## config.mk

```make
export PLATFORM = sky130hd
export DESIGN_NAME = alu16_with_flags_top_flat
export DESIGN_NICKNAME = d
export VERILOG_FILES = /design/src/rtl/alu16_pkg.sv /design/src/rtl/alu16_if.sv /design/src/rtl/alu16_front.sv /design/src/rtl/alu16_div_step.sv /design/src/rtl/alu16_with_flags_top.sv /design/src/flat_wrapper.sv
export SDC_FILE = /design/constraint.sdc
export NUM_CORES = 1
export LEC_CHECK = 0
export BUFFER_PORTS_ARGS = -buffer_cell sky130_fd_sc_hd__buf_4
export CAP_MARGIN = 5
export CORE_MARGIN = 3
export CORE_UTILIZATION = 65
export DETAILED_ROUTE_END_ITERATION = 8
export PLACE_DENSITY = 0.82
export SYNTH_ARGS = -nofsm -noshare
export SYNTH_HDL_FRONTEND = slang
export SYNTH_SLANG_ARGS = --single-unit
```

## constraint.sdc

```tcl
create_clock -name clk -period 13.1 [get_ports clk]
set_input_delay 1.965 -clock clk [delete_from_list [all_inputs] [get_ports clk]]
set_output_delay 1.965 -clock clk [all_outputs]
set_load 0.005 [all_outputs]
```

## src/rtl/alu16_pkg.sv

```systemverilog
// alu16_pkg: widths, opcodes and pipeline record types of the 16-bit alu
// no dependencies; compiled first

package alu16_pkg;

    localparam int DATA_W        = 16;
    localparam int OP_W          = 5;
    localparam int SHAMT_W       = $clog2(DATA_W);
    localparam int DIV_STEP_BITS = 4;
    localparam int DIV_STAGES    = DATA_W / DIV_STEP_BITS;

    localparam logic [OP_W-1:0] OP_ADD = 5'd0;
    localparam logic [OP_W-1:0] OP_SUB = 5'd1;
    localparam logic [OP_W-1:0] OP_LSR = 5'd2;
    localparam logic [OP_W-1:0] OP_LSL = 5'd3;
    localparam logic [OP_W-1:0] OP_ASR = 5'd4;
    localparam logic [OP_W-1:0] OP_MOV = 5'd5;
    localparam logic [OP_W-1:0] OP_MUL = 5'd6;
    localparam logic [OP_W-1:0] OP_DIV = 5'd7;
    localparam logic [OP_W-1:0] OP_MOD = 5'd8;
    localparam logic [OP_W-1:0] OP_AND = 5'd9;
    localparam logic [OP_W-1:0] OP_OR  = 5'd10;
    localparam logic [OP_W-1:0] OP_XOR = 5'd11;
    localparam logic [OP_W-1:0] OP_NOT = 5'd12;
    localparam logic [OP_W-1:0] OP_CMP = 5'd13;
    localparam logic [OP_W-1:0] OP_INC = 5'd14;
    localparam logic [OP_W-1:0] OP_DEC = 5'd15;

    typedef struct packed {
        logic [DATA_W-1:0] rem;
        logic [DATA_W-1:0] quo;
        logic [DATA_W-1:0] dvs;
    } div_t;

    typedef struct packed {
        logic [OP_W-1:0]   op;
        logic [DATA_W-1:0] result;
        logic              carry;
        logic              overflow;
        div_t              div;
    } pipe_t;

    typedef struct packed {
        logic [DATA_W-1:0] result;
        logic              zero;
        logic              negative;
        logic              carry;
        logic              overflow;
    } res_t;

endpackage

```

## src/rtl/alu16_if.sv

```systemverilog
// alu16_in_if / alu16_out_if: valid/ready channels of the alu
// depends on alu16_pkg

interface alu16_in_if
    import alu16_pkg::*;
    ();
    logic              valid;
    logic              ready;
    logic [OP_W-1:0]   op;
    logic [DATA_W-1:0] operand_a;
    logic [DATA_W-1:0] operand_b;

    modport source (output valid, output op, output operand_a, output operand_b, input ready);
    modport sink   (input valid, input op, input operand_a, input operand_b, output ready);
endinterface

interface alu16_out_if
    import alu16_pkg::*;
    ();
    logic              valid;
    logic              ready;
    logic [DATA_W-1:0] alu_result;
    logic              zero_flag;
    logic              negative_flag;
    logic              carry_flag;
    logic              overflow_flag;

    modport source (output valid, output alu_result, output zero_flag, output negative_flag,
                    output carry_flag, output overflow_flag, input ready);
    modport sink   (input valid, input alu_result, input zero_flag, input negative_flag,
                    input carry_flag, input overflow_flag, output ready);
endinterface

```

## src/rtl/alu16_front.sv

```systemverilog
// alu16_front: simple operations, low-half multiply and divider setup
// depends on alu16_pkg

module alu16_front
    import alu16_pkg::*;
(
    input  logic [OP_W-1:0]   op,
    input  logic [DATA_W-1:0] operand_a,
    input  logic [DATA_W-1:0] operand_b,
    output pipe_t             pipe
);

    logic [DATA_W:0]      sum;
    logic [DATA_W:0]      diff;
    logic [DATA_W-1:0]    prod;
    logic [SHAMT_W-1:0]   shamt;
    logic                 flush;

    assign sum   = {1'b0, operand_a} + {1'b0, operand_b};
    assign diff  = {1'b0, operand_a} - {1'b0, operand_b};
    assign prod  = operand_a * operand_b;
    assign shamt = operand_b[SHAMT_W-1:0];
    assign flush = |operand_b[DATA_W-1:SHAMT_W];

    always_comb
    begin
        pipe.op       = op;
        pipe.result   = '1;
        pipe.carry    = 1'b0;
        pipe.overflow = 1'b0;
        pipe.div.rem  = '0;
        pipe.div.quo  = operand_a;
        pipe.div.dvs  = operand_b;
        case (op)
            OP_ADD:
            begin
                pipe.result   = sum[DATA_W-1:0];
                pipe.carry    = sum[DATA_W];
                pipe.overflow = (operand_a[DATA_W-1] == operand_b[DATA_W-1])
                              && (sum[DATA_W-1] != operand_a[DATA_W-1]);
            end
            OP_SUB:
            begin
                pipe.result   = diff[DATA_W-1:0];
                pipe.carry    = diff[DATA_W];
                pipe.overflow = (operand_a[DATA_W-1] != operand_b[DATA_W-1])
                              && (diff[DATA_W-1] != operand_a[DATA_W-1]);
            end
            OP_LSR:
            begin
                pipe.result = flush ? '0 : (operand_a >> shamt);
                pipe.carry  = operand_a[0];
            end
            OP_LSL:
            begin
                pipe.result = flush ? '0 : (operand_a << shamt);
            end
            OP_ASR:
            begin
                pipe.result = flush ? {DATA_W{operand_a[DATA_W-1]}}
                                    : DATA_W'($signed(operand_a) >>> shamt);
                pipe.carry  = operand_a[0];
            end
            OP_MOV: pipe.result = operand_b;
            OP_MUL: pipe.result = prod;
            OP_DIV: pipe.result = '1;
            OP_MOD: pipe.result = '1;
            OP_AND: pipe.result = operand_a & operand_b;
            OP_OR:  pipe.result = operand_a | operand_b;
            OP_XOR: pipe.result = operand_a ^ operand_b;
            OP_NOT: pipe.result = ~operand_a;
            OP_CMP: pipe.result = diff[DATA_W-1:0];
            OP_INC: pipe.result = operand_a + {{(DATA_W-1){1'b0}}, 1'b1};
            OP_DEC: pipe.result = operand_a - {{(DATA_W-1){1'b0}}, 1'b1};
            default: pipe.result = '1;
        endcase
    end

endmodule

```

## src/rtl/alu16_div_step.sv

```systemverilog
// alu16_div_step: four restoring division steps for one divider stage
// depends on alu16_pkg

module alu16_div_step
    import alu16_pkg::*;
(
    input  div_t d_in,
    output div_t d_out
);

    always_comb
    begin
        div_t          d;
        logic [DATA_W:0] t;
        logic          qbit;
        d = d_in;
        for (int i = 0; i < DIV_STEP_BITS; i++)
        begin
            t = {d.rem, d.quo[DATA_W-1]};
            if (t >= {1'b0, d.dvs})
            begin
                t    = t - {1'b0, d.dvs};
                qbit = 1'b1;
            end
            else
            begin
                qbit = 1'b0;
            end
            d.rem = t[DATA_W-1:0];
            d.quo = {d.quo[DATA_W-2:0], qbit};
        end
        d_out = d;
    end

endmodule

```

## src/rtl/alu16_with_flags_top.sv

```systemverilog
// Stateless 16-bit alu with zero, negative, carry and overflow flags. One transfer
// is taken on cmd every cycle unless rsp back-pressure stalls the pipe, and each gives
// exactly one transfer on rsp, in order. Stages: a register after the front stage (simple
// operations and the low-half multiply), four divider stages of four quotient bits
// each, then the result and flag register. Each stage holds its item while the
// one after it is full and stalled, so bubbles close up and nothing is lost.
// depends on alu16_pkg, alu16_if, alu16_front, alu16_div_step

module alu16_with_flags_top
    import alu16_pkg::*;
(
    input  logic          clk,
    input  logic          rst_n,
    alu16_in_if.sink      cmd,
    alu16_out_if.source   rsp
);

    pipe_t               front_out;
    pipe_t               stage_reg  [DIV_STAGES+1];
    pipe_t               stage_next [DIV_STAGES+1];
    div_t                div_out    [DIV_STAGES];
    logic [DIV_STAGES:0] valid_reg;
    logic [DIV_STAGES:0] adv;
    logic                out_adv;
    logic                out_valid_reg;
    res_t                out_reg;
    res_t                out_next;

    alu16_front u_front
    (
        .op        (cmd.op),
        .operand_a (cmd.operand_a),
        .operand_b (cmd.operand_b),
        .pipe      (front_out)
    );

    for (genvar k = 0; k < DIV_STAGES; k++)
    begin : g_div
        alu16_div_step u_div_step
        (
            .d_in  (stage_reg[k].div),
            .d_out (div_out[k])
        );
    end

    always_comb
    begin
        stage_next[0] = front_out;
        for (int k = 0; k < DIV_STAGES; k++)
        begin
            stage_next[k+1]     = stage_reg[k];
            stage_next[k+1].div = div_out[k];
        end
    end

    // stall chain
    always_comb
    begin
        out_adv         = !out_valid_reg || rsp.ready;
        adv[DIV_STAGES] = !valid_reg[DIV_STAGES] || out_adv;
        for (int k = DIV_STAGES - 1; k >= 0; k--)
        begin
            adv[k] = !valid_reg[k] || adv[k+1];
        end
    end

    assign cmd.ready = adv[0];

    always_ff @(posedge clk or negedge rst_n)
    begin
        if (!rst_n)
        begin
            valid_reg     <= '0;
            out_valid_reg <= 1'b0;
        end
        else
        begin
            if (adv[0])
            begin
                valid_reg[0] <= cmd.valid;
            end
            for (int k = 1; k <= DIV_STAGES; k++)
            begin
                if (adv[k])
                begin
                    valid_reg[k] <= valid_reg[k-1];
                end
            end
            if (out_adv)
            begin
                out_valid_reg <= valid_reg[DIV_STAGES];
            end
        end
    end

    always_ff @(posedge clk)
    begin
        for (int k = 0; k <= DIV_STAGES; k++)
        begin
            if (adv[k])
            begin
                stage_reg[k] <= stage_next[k];
            end
        end
        if (out_adv)
        begin
            out_reg <= out_next;
        end
    end

    // result select and flags
    always_comb
    begin
        pipe_t s;
        s = stage_reg[DIV_STAGES];
        case (s.op)
            OP_DIV:  out_next.result = (s.div.dvs == '0) ? '1 : s.div.quo;
            OP_MOD:  out_next.result = (s.div.dvs == '0) ? '1 : s.div.rem;
            default: out_next.result = s.result;
        endcase
        out_next.zero     = (out_next.result == '0);
        out_next.negative = out_next.result[DATA_W-1];
        out_next.carry    = s.carry;
        out_next.overflow = s.overflow;
    end

    assign rsp.valid         = out_valid_reg;
    assign rsp.alu_result    = out_reg.result;
    assign rsp.zero_flag     = out_reg.zero;
    assign rsp.negative_flag = out_reg.negative;
    assign rsp.carry_flag    = out_reg.carry;
    assign rsp.overflow_flag = out_reg.overflow;

endmodule

```

## src/flat_wrapper.sv

```systemverilog
// flat-port wrapper written by rule: the top's interface ports become plain ports
module alu16_with_flags_top_flat import alu16_pkg::*;
  (clk, rst_n, cmd_valid, cmd_op, cmd_operand_a, cmd_operand_b, cmd_ready, rsp_valid, rsp_alu_result, rsp_zero_flag, rsp_negative_flag, rsp_carry_flag, rsp_overflow_flag, rsp_ready);
  alu16_in_if cmd_i ();
  alu16_out_if rsp_i ();
  input  logic clk;
  input  logic rst_n;
  input wire logic [$bits(cmd_i.valid)-1:0] cmd_valid;
  input wire logic [$bits(cmd_i.op)-1:0] cmd_op;
  input wire logic [$bits(cmd_i.operand_a)-1:0] cmd_operand_a;
  input wire logic [$bits(cmd_i.operand_b)-1:0] cmd_operand_b;
  output wire logic [$bits(cmd_i.ready)-1:0] cmd_ready;
  output wire logic [$bits(rsp_i.valid)-1:0] rsp_valid;
  output wire logic [$bits(rsp_i.alu_result)-1:0] rsp_alu_result;
  output wire logic [$bits(rsp_i.zero_flag)-1:0] rsp_zero_flag;
  output wire logic [$bits(rsp_i.negative_flag)-1:0] rsp_negative_flag;
  output wire logic [$bits(rsp_i.carry_flag)-1:0] rsp_carry_flag;
  output wire logic [$bits(rsp_i.overflow_flag)-1:0] rsp_overflow_flag;
  input wire logic [$bits(rsp_i.ready)-1:0] rsp_ready;
  assign cmd_i.valid = cmd_valid;
  assign cmd_i.op = cmd_op;
  assign cmd_i.operand_a = cmd_operand_a;
  assign cmd_i.operand_b = cmd_operand_b;
  assign cmd_ready = cmd_i.ready;
  assign rsp_valid = rsp_i.valid;
  assign rsp_alu_result = rsp_i.alu_result;
  assign rsp_zero_flag = rsp_i.zero_flag;
  assign rsp_negative_flag = rsp_i.negative_flag;
  assign rsp_carry_flag = rsp_i.carry_flag;
  assign rsp_overflow_flag = rsp_i.overflow_flag;
  assign rsp_i.ready = rsp_ready;
  alu16_with_flags_top u_core (.clk(clk), .rst_n(rst_n), .cmd(cmd_i), .rsp(rsp_i));
endmodule
```

==> results_dict.tcl <==
set metrics [dict create \
    floorplan.die.width_um 233 \
    drive_above_1_share_pct 8.95 \
    clk_transition_reported_paths_ns 0.07 \
    pin_count_of_the_biggest_net_entering_global_routing 74 \
    skew_pair_late_insertion_delay_ns 0.57 \
    cts_hold_buf 0 \
    min_delay_worst_endpoint "u_core.stage_reg[0][244]" \
    timing.critical_path.buf_inv 6 \
    timing_worst_slew_pin_value_ns 1.28 \
    r2r-start "u_core.stage_reg[0][214]" \
    cp_data_arrival_time_ns 12.44 \
    drtIter0Drc 2762 \
    hp-class "reg -> reg" \
    cell_count_along_the_critical_path 44 \
    min-delay-start "u_core.stage_reg[0][169]" \
    num_antenna_cells 0 \
    timing_hold_violations_final 0 \
    avgSynthCellArea_um2 9.48 \
    fin_crit_sh_pct 92.6 \
    commonest_non_fill_non_tap_cell_in_the_layout "edfxtp_1" \
    routabilityCongestion 0.988 \
    io-pin-count 63 \
    grt_first_pass_wirelength_um 151000 \
    clock_sinks 364 \
    synth_seq_cells 364 \
    syn_to_final_growth_pct 6.90 \
    drt_drc_violations_left 0 \
    wl_um 98000 \
    critical-path-slowest-cell "or3_1" \
    buffer_ports.inserted 62 \
    timing.critical_path.required_ns 13.41 \
    layout_common_cells "edfxtp_1, ha_1, inv_1, nand2_1, a21oi_1" \
    grt_pass1_vias 27800 \
    path_max_fanout 15 \
    crit_path_end_kind "flip-flop" \
    detail_route.first_pass.iterations 6 \
    dp_hpwl_um 74700 \
    critical_path_s_top_delay_family "compound AO/OA/AOI/OAI gates" \
    fp.coreArea_um2 50500 \
    synth_flop_cell "edfxtp_1" \
    max_freq_ghz 0.0824 \
    design.die.area_um2 54100 \
    total_congestion_overflow 0 \
    clk_path_buf_depth 3 \
    placement_row_count 82 \
    max_slew_margin_pct 14.6 \
    cts_htree_levels 2 \
    synth_nets 4015 \
    timing.reg2reg.worst_path_depth 44 \
    route.antenna.remaining_nets 0 \
    syn-cell-area_um2 33400 \
    hold_depth 0 \
    rsz_0062_raised_after_global_routing "no" \
    timing.final.setup_violations 0 \
    yosys_warnings 0 \
    worst_setup_path_start_kind "flip-flop" \
    via_per_inst 6.61 \
    clockRootBuffer "clkbuf_16" \
    dieHeight_um 233 \
    clock_skew_ns 0.0283 \
    async_flop_share_pct 1.65 \
    r2r-end "u_core.stage_reg[0][328]" \
    cp_slowest_stage_delay_ns 0.63 \
    tritoncts "yes" \
    initial_antenna_violation_count 0 \
    initial_utilization_pct 66.1 \
    track_usage_pct 35.7 \
    outcome "complete, no violations" \
    synth.distinct_cells 100 \
    drv_cap 0 \
    tns_ns 0 \
    nets_final 4039 \
    criticalPathCategory "reg -> reg" \
    fin_crit_ns 12.13 \
    largest_register_ffs 339 \
    final_max_slew_viol_count 0 \
    synth_enable_flop_cells 358 \
    routed-via-count 28100 \
    drt-wirelength-per-cell_um 23.1 \
    synthCells 3522 \
    synth_sequential_area_ratio_pct 32.7 \
    worst_reg2reg_setup_slack_ns 0.97 \
    cts-buffers-inserted 38 \
]
==> what timing repair did <==
item                       4_1_cts  5_1_grt
setup buffers                    0        2
gates resized for setup          0        3
setup endpoints to repair        0       16
==> cells in the mapped netlist (all sizes together), types with 28 or more instances <==
master | number | area [um^2]
nor2b | 39 | 244
ha | 354 | 4430
inv | 331 | 1240
xnor2 | 172 | 1510
a21o | 101 | 758
xor2 | 64 | 561
nand4 | 38 | 244
nand2 | 281 | 1050
a211oi | 36 | 270
o21a | 35 | 263
fa | 98 | 1960
clkbuf | 86 | 323
nor2 | 256 | 961
nor3 | 76 | 392
o21bai | 40 | 300
mux2 | 114 | 1340
nand2b | 41 | 257
a21oi | 274 | 1380
nor4 | 28 | 194
nand3 | 72 | 360
edfxtp | 358 | 10800
mux2i | 34 | 353
o21ai | 211 | 1060
==> worst reg2reg max path, delay by kind of cell (launching register included) <==
kind / cells / cell delay, ns
buffers and inverters: 6 / 1.12
DFF: 1 / 0.49
muxes: 1 / 0.26
AOI/OAI and AO/OA: 24 / 6.56
adders and majority gates: 4 / 1.34
and+or+nand+nor: 9 / 2.12
==> stage by stage <==
step,setup slack [ns],util [%],hold slack [ns],std cells,instance area (um^2)
after floorplan,2.51,-,0.400,3522,33400
after global placement,1.18,68.3,0.401,4175,34500
after detailed placement,0.846,68.3,0.405,4175,34500
after CTS,0.728,70.6,0.407,4243,35600
after global routing,0.148,70.7,0.418,4246,35700
final,0.969,70.7,0.403,4246,35700
==> worst max-delay path by stage <==
stage | slack [ns] | startpoint | endpoint
2_1_floorplan | 2.51 | u_core.stage_reg[0][81] | u_core.stage_reg[0][181]
3_3_place_gp | 1.18 | u_core.stage_reg[0][214] | u_core.stage_reg[0][317]
3_5_place_dp | 0.85 | u_core.stage_reg[0][214] | u_core.stage_reg[0][328]
4_1_cts | 0.73 | u_core.stage_reg[0][214] | u_core.stage_reg[0][328]
5_1_grt | 0.15 | u_core.stage_reg[0][214] | u_core.stage_reg[0][317]
6_report | 0.97 | u_core.stage_reg[0][214] | u_core.stage_reg[0][328]
==> metal layers <==
| layer | track usage (%) | vias to the layer above | part of all wire, % |
|---|---|---|---|
| met5 | 0 | - | 0 |
| met1 | 46.3 | 13400 | 40 |
| met4 | 16.2 | 0 | 4.9 |
| met2 | 59.0 | 1432 | 47 |
| met3 | 5.56 | 324 | 8.4 |
| li1 | - | 12900 | - |
==> final cells by class <==
class                           instances  area, um^2
Inverter                              335        1260
Fill cell                            3714       14800
Timing Repair inverter                  1        5.00
Tap cell                              672         841
Clock buffer                           45        1030
Clock inverter                         23         161
Sequential cell                       364       10900
Timing Repair Buffer                   91         696
Multi-Input combinational cell       2715       20800
==> cell families after synthesis <==
logic type | count (synthesis) | share of synthesized area [%]
AO/OA/AOI/OAI | 940 | 18.4
AND/OR/NAND/NOR | 937 | 13.3
adder cells (fa/ha/maj) | 452 | 19.1
buffers and inverters | 443 | 5.14
flip-flops | 364 | 32.7
XOR/XNOR | 236 | 6.19
multiplexers | 150 | 5.20
Power is not shown: default switching activity piles up to over one toggle a cycle in this logic, so the estimate is an artifact.
